$ cat src/hw/rtl/mns_pkg.sv
// shared types, constants and the note frequency table of the melody note sequencer
package mns_pkg;

  localparam int unsigned CLK_W           = 28;
  localparam int unsigned DIV_W           = CLK_W - 1;
  localparam int unsigned FREQ_W          = 13;
  localparam int unsigned BYTE_W          = 8;
  localparam int unsigned HALF_W          = 16;
  localparam int unsigned ROM_IDX_W       = 6;
  localparam int unsigned NOTE_TABLE_SIZE = 39;
  localparam int unsigned ROM_LEN         = 39;
  localparam int unsigned QUEUE_DEPTH     = 2;
  localparam int unsigned QPTR_W          = $clog2(QUEUE_DEPTH);
  localparam int unsigned QCNT_W          = $clog2(QUEUE_DEPTH + 1);
  localparam int unsigned CNT_W           = $clog2(DIV_W);

  localparam logic [BYTE_W-1:0] END_MARK    = 8'hFF;
  localparam logic [CLK_W-1:0]  CLOCK_RESET = 28'd16000000;

  typedef enum logic [1:0] {
    KIND_NOTE = 2'd0,
    KIND_REST = 2'd1,
    KIND_END  = 2'd2,
    KIND_BAD  = 2'd3
  } kind_e;

  typedef struct packed {
    kind_e               kind;
    logic [FREQ_W-1:0]   freq;
    logic [BYTE_W-1:0]   duration;
  } cmd_t;

  function automatic logic [FREQ_W-1:0] note_freq(input logic [ROM_IDX_W-1:0] idx);
    logic [FREQ_W-1:0] f;
    unique case (idx)
      6'd1:    f = 13'd748;
      6'd2:    f = 13'd807;
      6'd3:    f = 13'd940;
      6'd4:    f = 13'd997;
      6'd5:    f = 13'd1120;
      6'd6:    f = 13'd1257;
      6'd7:    f = 13'd1411;
      6'd11:   f = 13'd1494;
      6'd12:   f = 13'd1651;
      6'd13:   f = 13'd1883;
      6'd14:   f = 13'd1995;
      6'd15:   f = 13'd2239;
      6'd16:   f = 13'd2515;
      6'd17:   f = 13'd2823;
      6'd21:   f = 13'd2988;
      6'd22:   f = 13'd3357;
      6'd23:   f = 13'd3769;
      6'd24:   f = 13'd3996;
      6'd25:   f = 13'd4485;
      6'd26:   f = 13'd5030;
      6'd27:   f = 13'd5646;
      6'd31:   f = 13'd3715;
      6'd32:   f = 13'd4177;
      6'd33:   f = 13'd4645;
      6'd34:   f = 13'd4951;
      6'd35:   f = 13'd5569;
      6'd36:   f = 13'd6197;
      6'd37:   f = 13'd6968;
      6'd38:   f = 13'd7440;
      default: f = '0;
    endcase
    return f;
  endfunction

endpackage

$ cat src/hw/rtl/mns_front.sv
// front end: pairs note and duration bytes and classifies them into commands
module mns_front (
  input  logic                          clk_i,
  input  logic                          rst_ni,
  input  logic                          in_valid_i,
  output logic                          in_ready_o,
  input  logic [mns_pkg::BYTE_W-1:0]    sheet_byte_i,
  input  logic                          full_i,
  output logic                          push_o,
  output mns_pkg::cmd_t                 cmd_o
);

  logic                       expect_q, expect_d;
  logic [mns_pkg::BYTE_W-1:0] held_q, held_d;
  logic                       accept;
  logic [mns_pkg::FREQ_W-1:0] freq;
  logic                       bad;

  assign in_ready_o = !full_i;
  assign accept     = in_valid_i && in_ready_o;

  assign freq = mns_pkg::note_freq(held_q[mns_pkg::ROM_IDX_W-1:0]);
  assign bad  = (held_q >= mns_pkg::BYTE_W'(mns_pkg::NOTE_TABLE_SIZE))
             || (held_q >= mns_pkg::BYTE_W'(mns_pkg::ROM_LEN))
             || (freq == '0);

  always_comb begin
    expect_d     = expect_q;
    held_d       = held_q;
    push_o       = 1'b0;
    cmd_o.kind   = mns_pkg::KIND_END;
    cmd_o.freq   = '0;
    cmd_o.duration = '0;
    if (!expect_q) begin
      if (sheet_byte_i == mns_pkg::END_MARK) begin
        push_o = accept;
      end else if (accept) begin
        held_d   = sheet_byte_i;
        expect_d = 1'b1;
      end
    end else begin
      push_o         = accept;
      cmd_o.duration = sheet_byte_i;
      if (held_q == '0) begin
        cmd_o.kind = mns_pkg::KIND_REST;
      end else if (bad) begin
        cmd_o.kind = mns_pkg::KIND_BAD;
      end else begin
        cmd_o.kind = mns_pkg::KIND_NOTE;
        cmd_o.freq = freq;
      end
      if (accept) begin
        expect_d = 1'b0;
      end
    end
  end

  always_ff @(posedge clk_i or negedge rst_ni) begin
    if (!rst_ni) begin
      expect_q <= 1'b0;
      held_q   <= '0;
    end else begin
      expect_q <= expect_d;
      held_q   <= held_d;
    end
  end

endmodule

$ cat src/hw/rtl/mns_fifo.sv
// short command queue between front end and divider back end
module mns_fifo (
  input  logic           clk_i,
  input  logic           rst_ni,
  input  logic           push_i,
  input  mns_pkg::cmd_t  cmd_i,
  output logic           full_o,
  input  logic           pop_i,
  output logic           valid_o,
  output mns_pkg::cmd_t  cmd_o
);

  mns_pkg::cmd_t                entry_q [mns_pkg::QUEUE_DEPTH];
  logic [mns_pkg::QPTR_W-1:0]   wr_ptr_q, rd_ptr_q;
  logic [mns_pkg::QCNT_W-1:0]   count_q;
  logic                         do_push, do_pop;

  assign full_o  = (count_q == mns_pkg::QCNT_W'(mns_pkg::QUEUE_DEPTH));
  assign valid_o = (count_q != '0);
  assign cmd_o   = entry_q[rd_ptr_q];
  assign do_push = push_i && !full_o;
  assign do_pop  = pop_i && valid_o;

  always_ff @(posedge clk_i or negedge rst_ni) begin
    if (!rst_ni) begin
      wr_ptr_q <= '0;
      rd_ptr_q <= '0;
      count_q  <= '0;
    end else begin
      if (do_push) begin
        wr_ptr_q <= wr_ptr_q + 1'b1;
      end
      if (do_pop) begin
        rd_ptr_q <= rd_ptr_q + 1'b1;
      end
      if (do_push && !do_pop) begin
        count_q <= count_q + 1'b1;
      end else if (do_pop && !do_push) begin
        count_q <= count_q - 1'b1;
      end
    end
  end

  always_ff @(posedge clk_i) begin
    if (do_push) begin
      entry_q[wr_ptr_q] <= cmd_i;
    end
  end

endmodule

$ cat src/hw/rtl/mns_back.sv
// back end: bit-serial half-period divider and result register
module mns_back (
  input  logic                          clk_i,
  input  logic                          rst_ni,
  input  logic [mns_pkg::CLK_W-1:0]     clock_hz_i,
  input  logic                          cmd_valid_i,
  input  mns_pkg::cmd_t                 cmd_i,
  output logic                          pop_o,
  output logic                          out_valid_o,
  input  logic                          out_ready_i,
  output logic [1:0]                    kind_o,
  output logic [mns_pkg::HALF_W-1:0]    half_period_o,
  output logic [mns_pkg::BYTE_W-1:0]    duration_o
);

  typedef enum logic [1:0] {
    ST_IDLE,
    ST_DIV,
    ST_OUT
  } state_e;

  state_e                       state_q;
  logic [mns_pkg::DIV_W-1:0]    quo_q;
  logic [mns_pkg::FREQ_W-1:0]   rem_q;
  logic [mns_pkg::FREQ_W-1:0]   div_q;
  logic [mns_pkg::CNT_W-1:0]    cnt_q;
  mns_pkg::kind_e               kind_q;
  logic [mns_pkg::BYTE_W-1:0]   dur_q;
  logic [mns_pkg::FREQ_W:0]     shifted;
  logic [mns_pkg::FREQ_W:0]     diff;
  logic                         fits;

  assign shifted = {rem_q, quo_q[mns_pkg::DIV_W-1]};
  assign fits    = (shifted >= {1'b0, div_q});
  assign diff    = shifted - {1'b0, div_q};

  assign pop_o         = (state_q == ST_IDLE) && cmd_valid_i;
  assign out_valid_o   = (state_q == ST_OUT);
  assign kind_o        = kind_q;
  assign duration_o    = dur_q;
  assign half_period_o = (|quo_q[mns_pkg::DIV_W-1:mns_pkg::HALF_W]) ? '1
                       : quo_q[mns_pkg::HALF_W-1:0];

  always_ff @(posedge clk_i or negedge rst_ni) begin
    if (!rst_ni) begin
      state_q <= ST_IDLE;
      cnt_q   <= '0;
      quo_q   <= '0;
      rem_q   <= '0;
      div_q   <= '0;
      kind_q  <= mns_pkg::KIND_END;
      dur_q   <= '0;
    end else begin
      unique case (state_q)
        ST_IDLE: begin
          if (cmd_valid_i) begin
            kind_q <= cmd_i.kind;
            dur_q  <= cmd_i.duration;
            rem_q  <= '0;
            div_q  <= cmd_i.freq;
            cnt_q  <= '0;
            if (cmd_i.kind == mns_pkg::KIND_NOTE) begin
              quo_q   <= clock_hz_i[mns_pkg::CLK_W-1:1];
              state_q <= ST_DIV;
            end else begin
              quo_q   <= '0;
              state_q <= ST_OUT;
            end
          end
        end
        ST_DIV: begin
          quo_q <= {quo_q[mns_pkg::DIV_W-2:0], fits};
          rem_q <= fits ? diff[mns_pkg::FREQ_W-1:0] : shifted[mns_pkg::FREQ_W-1:0];
          cnt_q <= cnt_q + 1'b1;
          if (cnt_q == mns_pkg::CNT_W'(mns_pkg::DIV_W - 1)) begin
            state_q <= ST_OUT;
          end
        end
        ST_OUT: begin
          if (out_ready_i) begin
            state_q <= ST_IDLE;
          end
        end
        default: begin
          state_q <= ST_IDLE;
        end
      endcase
    end
  end

endmodule

$ cat src/hw/rtl/melody_note_sequencer_core.sv
// top level of the melody note sequencer: config register, front end, queue, back end
// end, rest and bad-note results pass the queue and the result register; notes also pass the divider
// the back end takes a new command only after its last result is taken; notes use the 27-step bit-serial divider
// bytes that produce no result are taken every cycle while the 2-entry queue has room
// reset: asynchronous active low; clock_hz returns to 16000000, note position, queue empty
module melody_note_sequencer_core (
  input  logic                          clk_i,
  input  logic                          rst_ni,
  input  logic                          cfg_valid_i,
  output logic                          cfg_ready_o,
  input  logic [mns_pkg::CLK_W-1:0]     cfg_data_i,
  input  logic                          in_valid_i,
  output logic                          in_ready_o,
  input  logic [mns_pkg::BYTE_W-1:0]    sheet_byte_i,
  output logic                          out_valid_o,
  input  logic                          out_ready_i,
  output logic [1:0]                    kind_o,
  output logic [mns_pkg::HALF_W-1:0]    half_period_o,
  output logic [mns_pkg::BYTE_W-1:0]    duration_o
);

  logic [mns_pkg::CLK_W-1:0] clock_hz_q;
  logic                      push, full, pop, q_valid;
  mns_pkg::cmd_t             push_cmd, pop_cmd;

  assign cfg_ready_o = 1'b1;

  always_ff @(posedge clk_i or negedge rst_ni) begin
    if (!rst_ni) begin
      clock_hz_q <= mns_pkg::CLOCK_RESET;
    end else if (cfg_valid_i && cfg_ready_o) begin
      clock_hz_q <= cfg_data_i;
    end
  end

  mns_front u_front (
    .clk_i        (clk_i),
    .rst_ni       (rst_ni),
    .in_valid_i   (in_valid_i),
    .in_ready_o   (in_ready_o),
    .sheet_byte_i (sheet_byte_i),
    .full_i       (full),
    .push_o       (push),
    .cmd_o        (push_cmd)
  );

  mns_fifo u_fifo (
    .clk_i   (clk_i),
    .rst_ni  (rst_ni),
    .push_i  (push),
    .cmd_i   (push_cmd),
    .full_o  (full),
    .pop_i   (pop),
    .valid_o (q_valid),
    .cmd_o   (pop_cmd)
  );

  mns_back u_back (
    .clk_i         (clk_i),
    .rst_ni        (rst_ni),
    .clock_hz_i    (clock_hz_q),
    .cmd_valid_i   (q_valid),
    .cmd_i         (pop_cmd),
    .pop_o         (pop),
    .out_valid_o   (out_valid_o),
    .out_ready_i   (out_ready_i),
    .kind_o        (kind_o),
    .half_period_o (half_period_o),
    .duration_o    (duration_o)
  );

endmodule

$ cat config.mk
export PLATFORM = sky130hd
export DESIGN_NAME = melody_note_sequencer_core
export DESIGN_NICKNAME = d
export VERILOG_FILES = /design/src/hw/rtl/mns_pkg.sv /design/src/hw/rtl/mns_front.sv /design/src/hw/rtl/mns_fifo.sv /design/src/hw/rtl/mns_back.sv /design/src/hw/rtl/melody_note_sequencer_core.sv
export SDC_FILE = /design/constraint.sdc
export NUM_CORES = 1
export LEC_CHECK = 0
export BUFFER_PORTS_ARGS = -buffer_cell sky130_fd_sc_hd__buf_2
export CAP_MARGIN = 0
export CORE_MARGIN = 5
export CORE_UTILIZATION = 44
export CTS_CLUSTER_DIAMETER = 60
export DETAILED_ROUTE_END_ITERATION = 10
export HOLD_SLACK_MARGIN = 0.12
export PLACE_DENSITY_LB_ADDON = 0.2
export SLEW_MARGIN = 5
export SYNTH_ARGS = -nofsm -noshare
export SYNTH_HDL_FRONTEND = slang
export SYNTH_SLANG_ARGS = --single-unit
$ cat constraint.sdc
create_clock -name clk_i -period 3.42 [get_ports clk_i]
set_input_delay 0.684 -clock clk_i [delete_from_list [all_inputs] [get_ports clk_i]]
set_output_delay 0.684 -clock clk_i [all_outputs]
set_load 0.05 [all_outputs]
==> run_results.csv, run 1 <==
group,metric,value,unit
outcome,status,"finished, final reports clean",
clock_network,cts_max_level,4,
yosys,async_reset_ff_frac,0.7051,
floorplan,die_area,21410,sq um
sta,period_share,0.8916,
final_layout,fin_util,0.5126,
place,io_buffer_count,67,
global_route,grt_max_degree,58,
clock_network,root_buffer,"clkbuf_16",
clock_network,path_clk_slew,0.07,ns
clock_network,worstSkewPairLatency,0.43,ns
sta,fmax,0.3279,GHz
final_layout,syn_to_final_growth,13.75,%
drt,drt_iter0_markers,379,
worst_setup_path,critPathMaxFanout,15,
floorplan,core_area,18150,sq um
worst_setup_path,crit_arrival,2.37,ns
sta,rsz0062_at_grt,"no",
yosys,synth_seq_cells,156,
sta,finalMaxSlewViolations,0,
global_route,antenna_found_initial,0,
floorplan,pin_count,70,
sta,setup_violations,0,
yosys,ys.flop_type,"dfrtp_1",
yosys,yosysSeqAreaShare,0.5067,
floorplan,die_h,146.3,um
place,dp_slack,0.6465,ns
clock_network,cts_buffer_depth,2,
clock_network,post_cts_buffers,0,
sta,hold_violations,0,
drt,routed_wl,17.96,mm
final_layout,final_common_cell,"dfrtp_1",
yosys,syn_area,8178,sq um
place,gp_congestion,0.9031,
worst_setup_path,reg2reg_to,"u_back.rem_q[11]$_DFFE_PN0P_",
place,place_area,8728,sq um
clock_network,holdBufCountCts,0,
global_route,grt_pass1_vias,5974,
worst_setup_path,timing.reg2reg.setup_slack,0.64,ns
yosys,synth_fp_nets,837,
drt,vias_per_cell,5.577,
worst_setup_path,setup.worst_path.end,"half_period_o[4]",
job,maxCapViolations,0,
worst_setup_path,crit_cells,4,
sta,min_period,3.049,ns
floorplan,rows,49,
final_layout,final_cell_mix,"dfrtp_1, buf_2, nor2_1, nand2_1, o21ai_0",
final_layout,drive_gt1_frac,0.2342,
yosys,syn_avg_cell_area,10.63,sq um
sta,fin_skew,0.01373,ns
clock_network,ctsResizeCount,0,
sta,fin_ws,0.3707,ns
clock_network,cts_tree,"done",
sta,tightest_slew,0.8795,ns
yosys,synthCells,769,
clock_network,cts_buffers,17,
worst_setup_path,critical_path.startpoint_type,"flip-flop",
yosys,yosys_warnings,0,
sta,relSlewSlack,0.4136,
worst_setup_path,cp.required,2.74,ns
worst_hold_path,hp-class,"in2async",
floorplan,die_w,146.3,um
worst_setup_path,critPathBufInv,1,
global_route,grt.overflow.total,0,
worst_setup_path,path_class,"reg2out",
drt,drcViolationCount,0,
drt,dr.pass1.iters,6,
worst_setup_path,path_cells,"nor4_1, nand3_1, or2_2, buf_2",
sta,finalSetupTns,0,ns
worst_setup_path,critical_path.top_delay_family,"simple AND/OR/NAND/NOR gates",
final_layout,insertedDiodeCount,0,
global_route,grt_pass1_wl,30.45,mm
worst_setup_path,cp-end-kind,"primary output",
yosys,synth_cell_types,77,
yosys,synth_edf_count,46,
final_layout,nets,892,
clock_network,clkSinkCount,156,
worst_setup_path,rr_worst_depth,10,
final_layout,num-fill-cells,1603,
global_route,grt.total_usage,0.1713,
drt,drtAntennaViolNets,0,
worst_setup_path,reg2reg_from,"u_back.quo_q[26]$_DFFE_PN0P_",
drt,vias,5945,
worst_setup_path,critPathMaxStageDelay,0.45,ns
floorplan,start_util,0.4506,
drt,wl_per_cell,16.84,um
worst_setup_path,startpoint,"u_back.quo_q[18]$_DFFE_PN0P_",
final_layout,fin_area,9303,sq um
place,hpwl,12.78,mm
worst_setup_path,slowest_stage,"nand3_1",
==> flip-flops by register name, indices dropped and copies added, names as in the netlist <==
register and count:
clock_hz_q 27, u_back.cnt_q 5, u_back.div_q 13, u_back.duration_o 8
u_back.kind_o 2, u_back.quo_q 27, u_back.rem_q 13, u_back.state_q 2
u_fifo.count_q 2, u_fifo.entry_q 46, u_fifo.rd_ptr_q 1, u_fifo.wr_ptr_q 1
u_front.expect_q 1, u_front.held_q 8
==> worst reg2reg max path, stage by stage (launching register included) <==
cell      delay [ns]
dfrtp_1         0.39
inv_1           0.09
ha_1            0.21
fa_1            0.45
nor2b_4         0.17
o31ai_2         0.08
a211o_1         0.31
a211oi_2        0.22
o21ai_2         0.29
a32oi_1         0.32
o31ai_1         0.10
==> routing by layer <==
layer / up-vias / GRT usage / wire, um
li1: 2905 / - / -
met4: 0 / 0.04610 / 193
met3: 15 / 0.04059 / 797
met1: 2883 / 0.2291 / 8245
met5: - / 0 / 0
met2: 142 / 0.2811 / 8719
==> cell families (layout without fill, tap and decap cells) <==
group / count (synthesis) / after routing / synth area share
other: 1 / 1 / 0.0004586
adders and majority gates: 27 / 27 / 0.04223
buffers and inverters: 74 / 142 / 0.04085
muxes: 70 / 70 / 0.09256
AOI/OAI and AO/OA: 189 / 189 / 0.1541
DFF: 156 / 156 / 0.5067
xor gates and xnor gates: 16 / 16 / 0.01714
and+or+nand+nor: 236 / 236 / 0.1460
==> synth_stat cells (4+ instances only) <==
master	n	area share
a211oi_1	4	0.0037
nor2_1	63	0.029
o211ai_1	5	0.0046
o21ai_1	10	0.0061
inv_1	25	0.011
dfrtp_1	102	0.31
nand3_1	17	0.010
clkbuf_1	27	0.012
xor2_1	9	0.0096
buf_4	6	0.0055
buf_2	9	0.0055
nor3_1	9	0.0055
and3_1	4	0.0031
mux2_2	35	0.048
and2_1	10	0.0076
edfxtp_1	46	0.17
nor4_1	6	0.0046
a22oi_1	29	0.027
nor2b_1	11	0.0084
a21o_1	5	0.0046
a31oi_1	7	0.0054
or2_2	19	0.015
dfstp_2	8	0.026
o21ai_0	49	0.030
nand2b_1	8	0.0061
nand2_1	59	0.027
ha_1	26	0.040
nand4_1	6	0.0046
xnor2_1	7	0.0075
mux2i_1	34	0.042
nand3b_1	5	0.0046
a21oi_1	36	0.022
==> worst min path at each step <==
stage	start	to	depth (start not counted)
after floorplan	rst_ni	clock_hz_q[11]$_DFFE_PN0P_	0
after global placement	u_back.quo_q[11]$_DFFE_PN0P_	u_back.quo_q[11]$_DFFE_PN0P_	2
after detailed placement	u_back.quo_q[12]$_DFFE_PN0P_	u_back.quo_q[12]$_DFFE_PN0P_	2
after CTS	rst_ni	u_back.rem_q[12]$_DFFE_PN0P_	1
after global routing	rst_ni	u_back.rem_q[10]$_DFFE_PN0P_	1
final	rst_ni	u_back.rem_q[11]$_DFFE_PN0P_	1
==> stage by stage <==
step | hold slack [ns] | cells
2_1_floorplan | 0.3884 | 769
3_3_place_gp | 0.4814 | 1034
3_5_place_dp | 0.4874 | 1034
4_1_cts | 0.3295 | 1066
5_1_grt | 0.3646 | 1066
6_report | 0.3009 | 1066
==> area by class of cell <==
type	instances	area [sq um]	area share
timing repair buffer	84	490.5	0.05272
sequential	156	4144	0.4455
multi-input combinational	539	3710	0.3988
inverter	26	97.59	0.01049
clock buffer	18	450.4	0.04842
clock inverter	14	123.9	0.01332
tap	229	286.5	0.03080
Power of run 1 is left out: the tool's default activity adds up to more than one toggle a clock period on the data nets, which glitch-free logic cannot reach.
==> run 2, diff against run 1 <==
Settings changed: ABC_AREA from default to 1, CORE_ASPECT_RATIO from default to 1.1.
==> run 2 against run 1 <==
Net effect:
- final cell count up 18%
- synthesized area down 0.28%
- sequential cell count unchanged
- critical endpoint is now half_period_o[13]
- critical path type unchanged
- die area down 0.24%
- routed wire length up 1.1%
- clock skew up 0.0026 ns
- non-clock buffer count down 4
- clock-buffer cell count up 1
- via count up 7.6%
- worst setup slack better by 0.22 ns
- first-iteration DRC count down 11%
==> run_results.csv, run 2 <==
group,metric,value,unit
drt,dr.pass1.iters,5,
yosys,yosysSeqAreaShare,0.5081,
place,hpwl,12.84,mm
yosys,synth_seq_cells,156,
yosys,ys.flop_type,"dfrtp_1",
floorplan,die_w,139.8,um
drt,vias_per_cell,5.079,
drt,routed_wl,18.16,mm
sta,rsz0062_at_grt,"no",
yosys,synth_edf_count,46,
floorplan,pin_count,70,
outcome,status,"finished, final reports clean",
worst_hold_path,hp-class,"in2async",
worst_setup_path,crit_cells,4,
floorplan,start_util,0.4445,
yosys,synth_top_area_frac,0.3130,
worst_setup_path,critical_path.top_delay_family,"simple AND/OR/NAND/NOR gates",
drt,drcViolationCount,0,
final_layout,final_cell_mix,"nand2_1, dfrtp_1, inv_1, nor2_1, buf_2",
global_route,grt_max_degree,70,
worst_setup_path,path_cells,"nor4_1, and3_1, nand2_1, buf_2",
clock_network,ctsResizeCount,0,
job,maxCapViolations,0,
yosys,synthCells,946,
clock_network,path_clk_slew,0.07,ns
sta,hold_violations,0,
worst_setup_path,path_class,"reg2out",
global_route,grt_pass1_vias,6288,
worst_setup_path,reg2reg_from,"u_front.held_q[0]$_DFFE_PN0P_",
sta,relSlewSlack,0.3750,
clock_network,clkSinkCount,156,
clock_network,post_cts_buffers,0,
drt,drt_iter0_markers,338,
yosys,syn_avg_cell_area,8.621,sq um
worst_setup_path,critPathMaxStageDelay,0.59,ns
worst_setup_path,rr_worst_depth,11,
worst_setup_path,critPathBufInv,1,
worst_setup_path,critPathMaxFanout,16,
place,io_buffer_count,67,
global_route,grt.overflow.total,0,
place,gp_congestion,0.9513,
sta,fmax,0.3530,GHz
final_layout,syn_to_final_growth,13.92,%
final_layout,drive_gt1_frac,0.1722,
floorplan,die_area,21360,sq um
pwr,power_density,936.4,nW/um^2
worst_setup_path,critical_path.startpoint_type,"flip-flop",
final_layout,largest_reg_flops,46,
sta,finalMaxSlewViolations,0,
clock_network,cts_tree,"done",
worst_setup_path,crit_arrival,2.15,ns
sta,finalSetupTns,0,ns
clock_network,worstSkewPairLatency,0.43,ns
worst_setup_path,startpoint,"u_back.quo_q[21]$_DFFE_PN0P_",
worst_setup_path,slowest_stage,"and3_1",
sta,min_period,2.833,ns
yosys,synth_commonest_cells,"nand2_1, dfrtp_1, inv_1",
final_layout,largest-register,"u_fifo.entry_q",
drt,wl_per_cell,14.42,um
final_layout,reg_top3,"u_fifo.entry_q: 46 flops, clock_hz_q: 27 flops, u_back.quo_q: 27 flops",
floorplan,die_h,152.8,um
yosys,ys_top_cells_by_area,"dfrtp_1, edfxtp_1, nand2_1",
yosys,synth_fp_nets,1014,
clock_network,cts_max_level,4,
final_layout,fin_util,0.5063,
yosys,yosysMostFrequentCell,"nand2_1",
clock_network,root_buffer,"clkbuf_16",
sta,tightest_slew,0.9364,ns
global_route,antenna_found_initial,0,
clock_network,cts_buffers,17,
clock_network,cts_buffer_depth,2,
floorplan,rows,52,
global_route,grt.total_usage,0.1751,
yosys,yosysTopAreaCell,"dfrtp_1",
sta,period_share,0.8282,
drt,drtAntennaViolNets,0,
worst_setup_path,setup.worst_path.end,"half_period_o[13]",
pwr,leakage,0.004305,uW
worst_setup_path,cp-end-kind,"primary output",
sta,fin_skew,0.01630,ns
yosys,synth_cell_types,43,
yosys,yosys_warnings,0,
final_layout,nets,1071,
clock_network,holdBufCountCts,0,
yosys,syn_area,8155,sq um
final_layout,insertedDiodeCount,0,
sta,setup_violations,0,
global_route,grt_pass1_wl,30.80,mm
pwr,ir_drop,490.1,uV
drt,vias,6394,
worst_setup_path,reg2reg_to,"u_fifo.entry_q[0][8]$_DFFE_PP_",
floorplan,core_area,18350,sq um
worst_setup_path,timing.reg2reg.setup_slack,0.78,ns
final_layout,final_common_cell,"nand2_1",
yosys,async_reset_ff_frac,0.7051,
worst_setup_path,cp.required,2.74,ns
==> run 2: cell count changes after synthesis, sizes merged, moves of 14 or more <==
cell / previous run / this run
nand3: 17 / 48
or2: 19 / 3
a31oi: 7 / 21
nor2: 63 / 89
o21ai: 60 / 42
mux2i: 34 / 2
a21oi: 36 / 58
o22ai: 2 / 29
nand2: 60 / 256
a22oi: 29 / 0
inv: 26 / 100
==> run 2: report_power, final <==
group          internal, uW  switching, uW  total [uW]
Sequential             2550            482        3040
Combinational          1240           2610        3850
Clock                  1000            817        1820
==> run 2: how the worst min path moves through the flow <==
stage / start / end
detailed placement: u_front.held_q[6]$_DFFE_PN0P_ / u_front.held_q[6]$_DFFE_PN0P_
finish: rst_ni / clock_hz_q[25]$_DFFE_PN0P_
floorplan: rst_ni / clock_hz_q[11]$_DFFE_PN0P_
CTS: rst_ni / u_back.quo_q[21]$_DFFE_PN0P_
global route: rst_ni / clock_hz_q[25]$_DFFE_PN0P_
global placement: u_front.held_q[6]$_DFFE_PN0P_ / u_front.held_q[6]$_DFFE_PN0P_
==> run 2: kinds of logic after synthesis <==
group,after synthesis,synth area share
AO/OA/AOI/OAI,157,0.1071
XOR/XNOR,15,0.01611
adder cells (fa/ha/maj),27,0.04234
buffers and inverters,143,0.07226
flip-flops,156,0.5081
multiplexers,29,0.03974
other,1,0.0004598
AND/OR/NAND/NOR,418,0.2139
==> run 2: cell type report <==
class | instances | area (sq um)
inverter | 101 | 379.1
timing repair buffer | 80 | 447.9
clock buffer | 19 | 454.2
clock inverter | 13 | 122.6
tap | 243 | 304.0
fill | 1823 | 9057
sequential | 156 | 4144
multi-input combinational | 647 | 3438
==> run 2: metal layers <==
| metal | vias to the layer above | wire length, um | GRT usage |
|---|---|---|---|
| met2 | 144 | 8936 | 0.2893 |
| met1 | 2978 | 8148 | 0.2289 |
| met5 | - | 0 | 0 |
| met4 | 0 | 319 | 0.05261 |
| met3 | 33 | 756 | 0.04269 |
| li1 | 3239 | - | - |
==> run 2: worst reg2reg max path: stages (launching register included) <==
cell      delay [ns]
dfrtp_1         0.58
inv_1           0.22
ha_1            0.39
nor2_1          0.21
nand3b_1        0.14
nand3_1         0.07
nand2_1         0.10
nand3_1         0.11
nor2_1          0.14
nand3_2         0.13
nand3_4         0.20
nor2_1          0.10
==> run 2: stage by stage <==
step	setup WS, ns	cell area (sq um)	power [uW]	std cells	hold slack (ns)
final	0.5874	9290	8700	1259	0.2651
after global placement	0.7801	8713	6898	1227	0.4684
after floorplan	0.6646	8155	5959	946	0.3884
after CTS	0.5584	9290	8766	1259	0.2963
after detailed placement	0.7898	8713	6919	1227	0.4735
after global routing	0.4377	9290	9425	1259	0.3255
Power figures use the tool's default switching activity.
==> run 3, diff against run 2 <==
Clock period 3.42 ns to 2.9 ns, I/O delays scaled along.
==> run 3 against run 2 <==
Net effect:
- die area unchanged
- combinational power increased by 22%
- first-iteration DRC count is 7.1% higher
- sequential share of layout area down 0.55 points
- clock power increased by 27%
- critical path type unchanged
- largest power group unchanged
==> run_results.csv, run 3 (synthesized netlist as in run 2, its figures left out) <==
group,metric,value,unit
sta,tightest_slew,0.7529,ns
pwr,total_power,10550,uW
final_layout,fin_area,9407,sq um
floorplan,die_area,21360,sq um
final_layout,final_common_cell,"nand2_1",
sta,setup_violations,0,
drt,vias_per_cell,5.113,
sta,hold_violations,0,
outcome,status,"finished, final reports clean",
clock_network,path_clk_slew,0.07,ns
drt,drtAntennaViolNets,0,
floorplan,die_h,152.8,um
global_route,use_met1,0.2397,
place,place_area,8788,sq um
worst_setup_path,critPathMaxStageDelay,0.59,ns
global_route,grt_use_met3,0.02793,
global_route,top_usage_layer,"met2",
worst_setup_path,path_class,"reg2out",
worst_setup_path,crit_arrival,2.12,ns
sta,fin_skew,0.009035,ns
clock_network,cts_buffer_depth,2,
worst_setup_path,slowest_stage,"and3_1",
pwr,ir_drop,850.1,uV
worst_setup_path,path_cells,"nor4_1, and3_1, nand2_1, buf_2",
pwr,power_density,1121,nW/um^2
final_layout,largest_reg_flops,46,
clock_network,cts_max_level,4,
worst_hold_path,hp-class,"in2async",
floorplan,pin_count,70,
sta,period_share,0.9315,
clock_network,cts_tree,"done",
place,hpwl,13.13,mm
clock_network,holdBufCountCts,0,
drt,wl_per_cell,14.43,um
global_route,grt_pass1_vias,6249,
worst_setup_path,cp-end-kind,"primary output",
floorplan,die_w,139.8,um
final_layout,multiInputGateArea,3438,sq um
place,io_buffer_count,67,
sta,rsz0062_at_grt,"no",
final_layout,final_cell_mix,"nand2_1, dfrtp_1, inv_1, nor2_1, buf_2",
drt,dr.pass1.iters,5,
sta,finalMaxSlewViolations,0,
pwr,leakage,0.004387,uW
floorplan,start_util,0.4445,
drt,drt_iter0_markers,362,
final_layout,fin_util,0.5127,
final_layout,drive_gt1_frac,0.1803,
clock_network,cts_buffers,17,
final_layout,reg_top3,"u_fifo.entry_q: 46 flops, clock_hz_q: 27 flops, u_back.quo_q: 27 flops",
floorplan,rows,52,
job,maxCapViolations,0,
clock_network,clkSinkCount,156,
worst_setup_path,critical_path.startpoint_type,"flip-flop",
worst_setup_path,cp.required,2.32,ns
global_route,grt.overflow.total,0,
final_layout,syn_to_final_growth,15.34,%
global_route,antenna_found_initial,0,
clock_network,post_cts_buffers,0,
global_route,grt_use_met2,0.2938,
drt,vias,6489,
global_route,grt_max_degree,70,
place,gp_congestion,0.9175,
final_layout,nets,1081,
final_layout,largest-register,"u_fifo.entry_q",
clock_network,worstSkewPairLatency,0.41,ns
floorplan,core_area,18350,sq um
worst_setup_path,critPathMaxFanout,16,
global_route,grt_pass1_wl,31.26,mm
sta,finalSetupTns,0,ns
final_layout,num-fill-cells,1794,
clock_network,ctsResizeCount,0,
final_layout,ff_latch_area,4144,sq um
sta,fmax,0.3702,GHz
drt,drcViolationCount,0,
final_layout,insertedDiodeCount,0,
drt,routed_wl,18.31,mm
clock_network,root_buffer,"clkbuf_16",
sta,min_period,2.701,ns
sta,relSlewSlack,0.4975,
global_route,grt.total_usage,0.1762,
==> run 3: changes by cell type in the layout (fill, tap and decap cells not counted) <==
cell,delta
bufinv_16,+3
inv_8,-1
clkbuf_16,-1
clkinvlp_4,-3
clkinv_8,-1
clkbuf_8,+1
buf_4,+10
inv_4,+2
==> run 3: worst max-delay path, delay by kind of cell, from the launching register on <==
| kind | cells | cell delay [ns] |
|---|---|---|
| buffers and inverters | 1 | 0.25 |
| AND/OR/NAND/NOR | 3 | 1.06 |
| flip-flops | 1 | 0.40 |
==> run 3: power breakdown <==
part	switching, uW	internal [uW]	total [uW]
Combinational	3170	1540	4710
Clock	914	1400	2320
Sequential	508	3010	3520
Total	4590	5950	10500
==> run 3: final timing paths <==
check,start,end,slack (ns),cells past startpoint
max,u_back.quo_q[21]$_DFFE_PN0P_,half_period_o[12],0.20,4
min,rst_ni,clock_hz_q[24]$_DFFE_PN0P_,0.12,1
max reg2reg,u_front.held_q[1]$_DFFE_PN0P_,u_fifo.entry_q[0][9]$_DFFE_PP_,0.34,13
min reg2reg,u_front.held_q[6]$_DFFE_PN0P_,u_front.held_q[6]$_DFFE_PN0P_,0.49,2
max in group asynchronous,rst_ni,clock_hz_q[13]$_DFFE_PN1P_,2.05,2
min in group clk_i,cfg_data_i[24],clock_hz_q[24]$_DFFE_PN0P_,0.39,2
==> run 3: cell type report <==
type,count,share of cell area
flip-flops and latches,156,0.4405
multi-input cells,647,0.3655
repair buffers,90,0.05560
clock buffers,19,0.04709
inverters,101,0.04030
well taps,243,0.03232
clock inverters,13,0.01862
==> run 3: routing by layer <==
| layer | wire, um | up-vias |
|---|---|---|
| li1 | - | 3253 |
| met1 | 8521 | 3115 |
| met2 | 9016 | 103 |
| met3 | 565 | 18 |
| met4 | 203 | 0 |
| met5 | 0 | - |
==> run 3: stage by stage <==
| stage | setup slack (ns) | std cells | hold slack, ns |
|---|---|---|---|
| global route | 0.06318 | 1269 | 0.1463 |
| finish | 0.1985 | 1269 | 0.1200 |
| global placement | 0.3771 | 1237 | 0.4669 |
| detailed placement | 0.3852 | 1237 | 0.4745 |
| CTS | 0.1730 | 1269 | 0.1253 |
| floorplan | 0.2486 | 946 | 0.2844 |
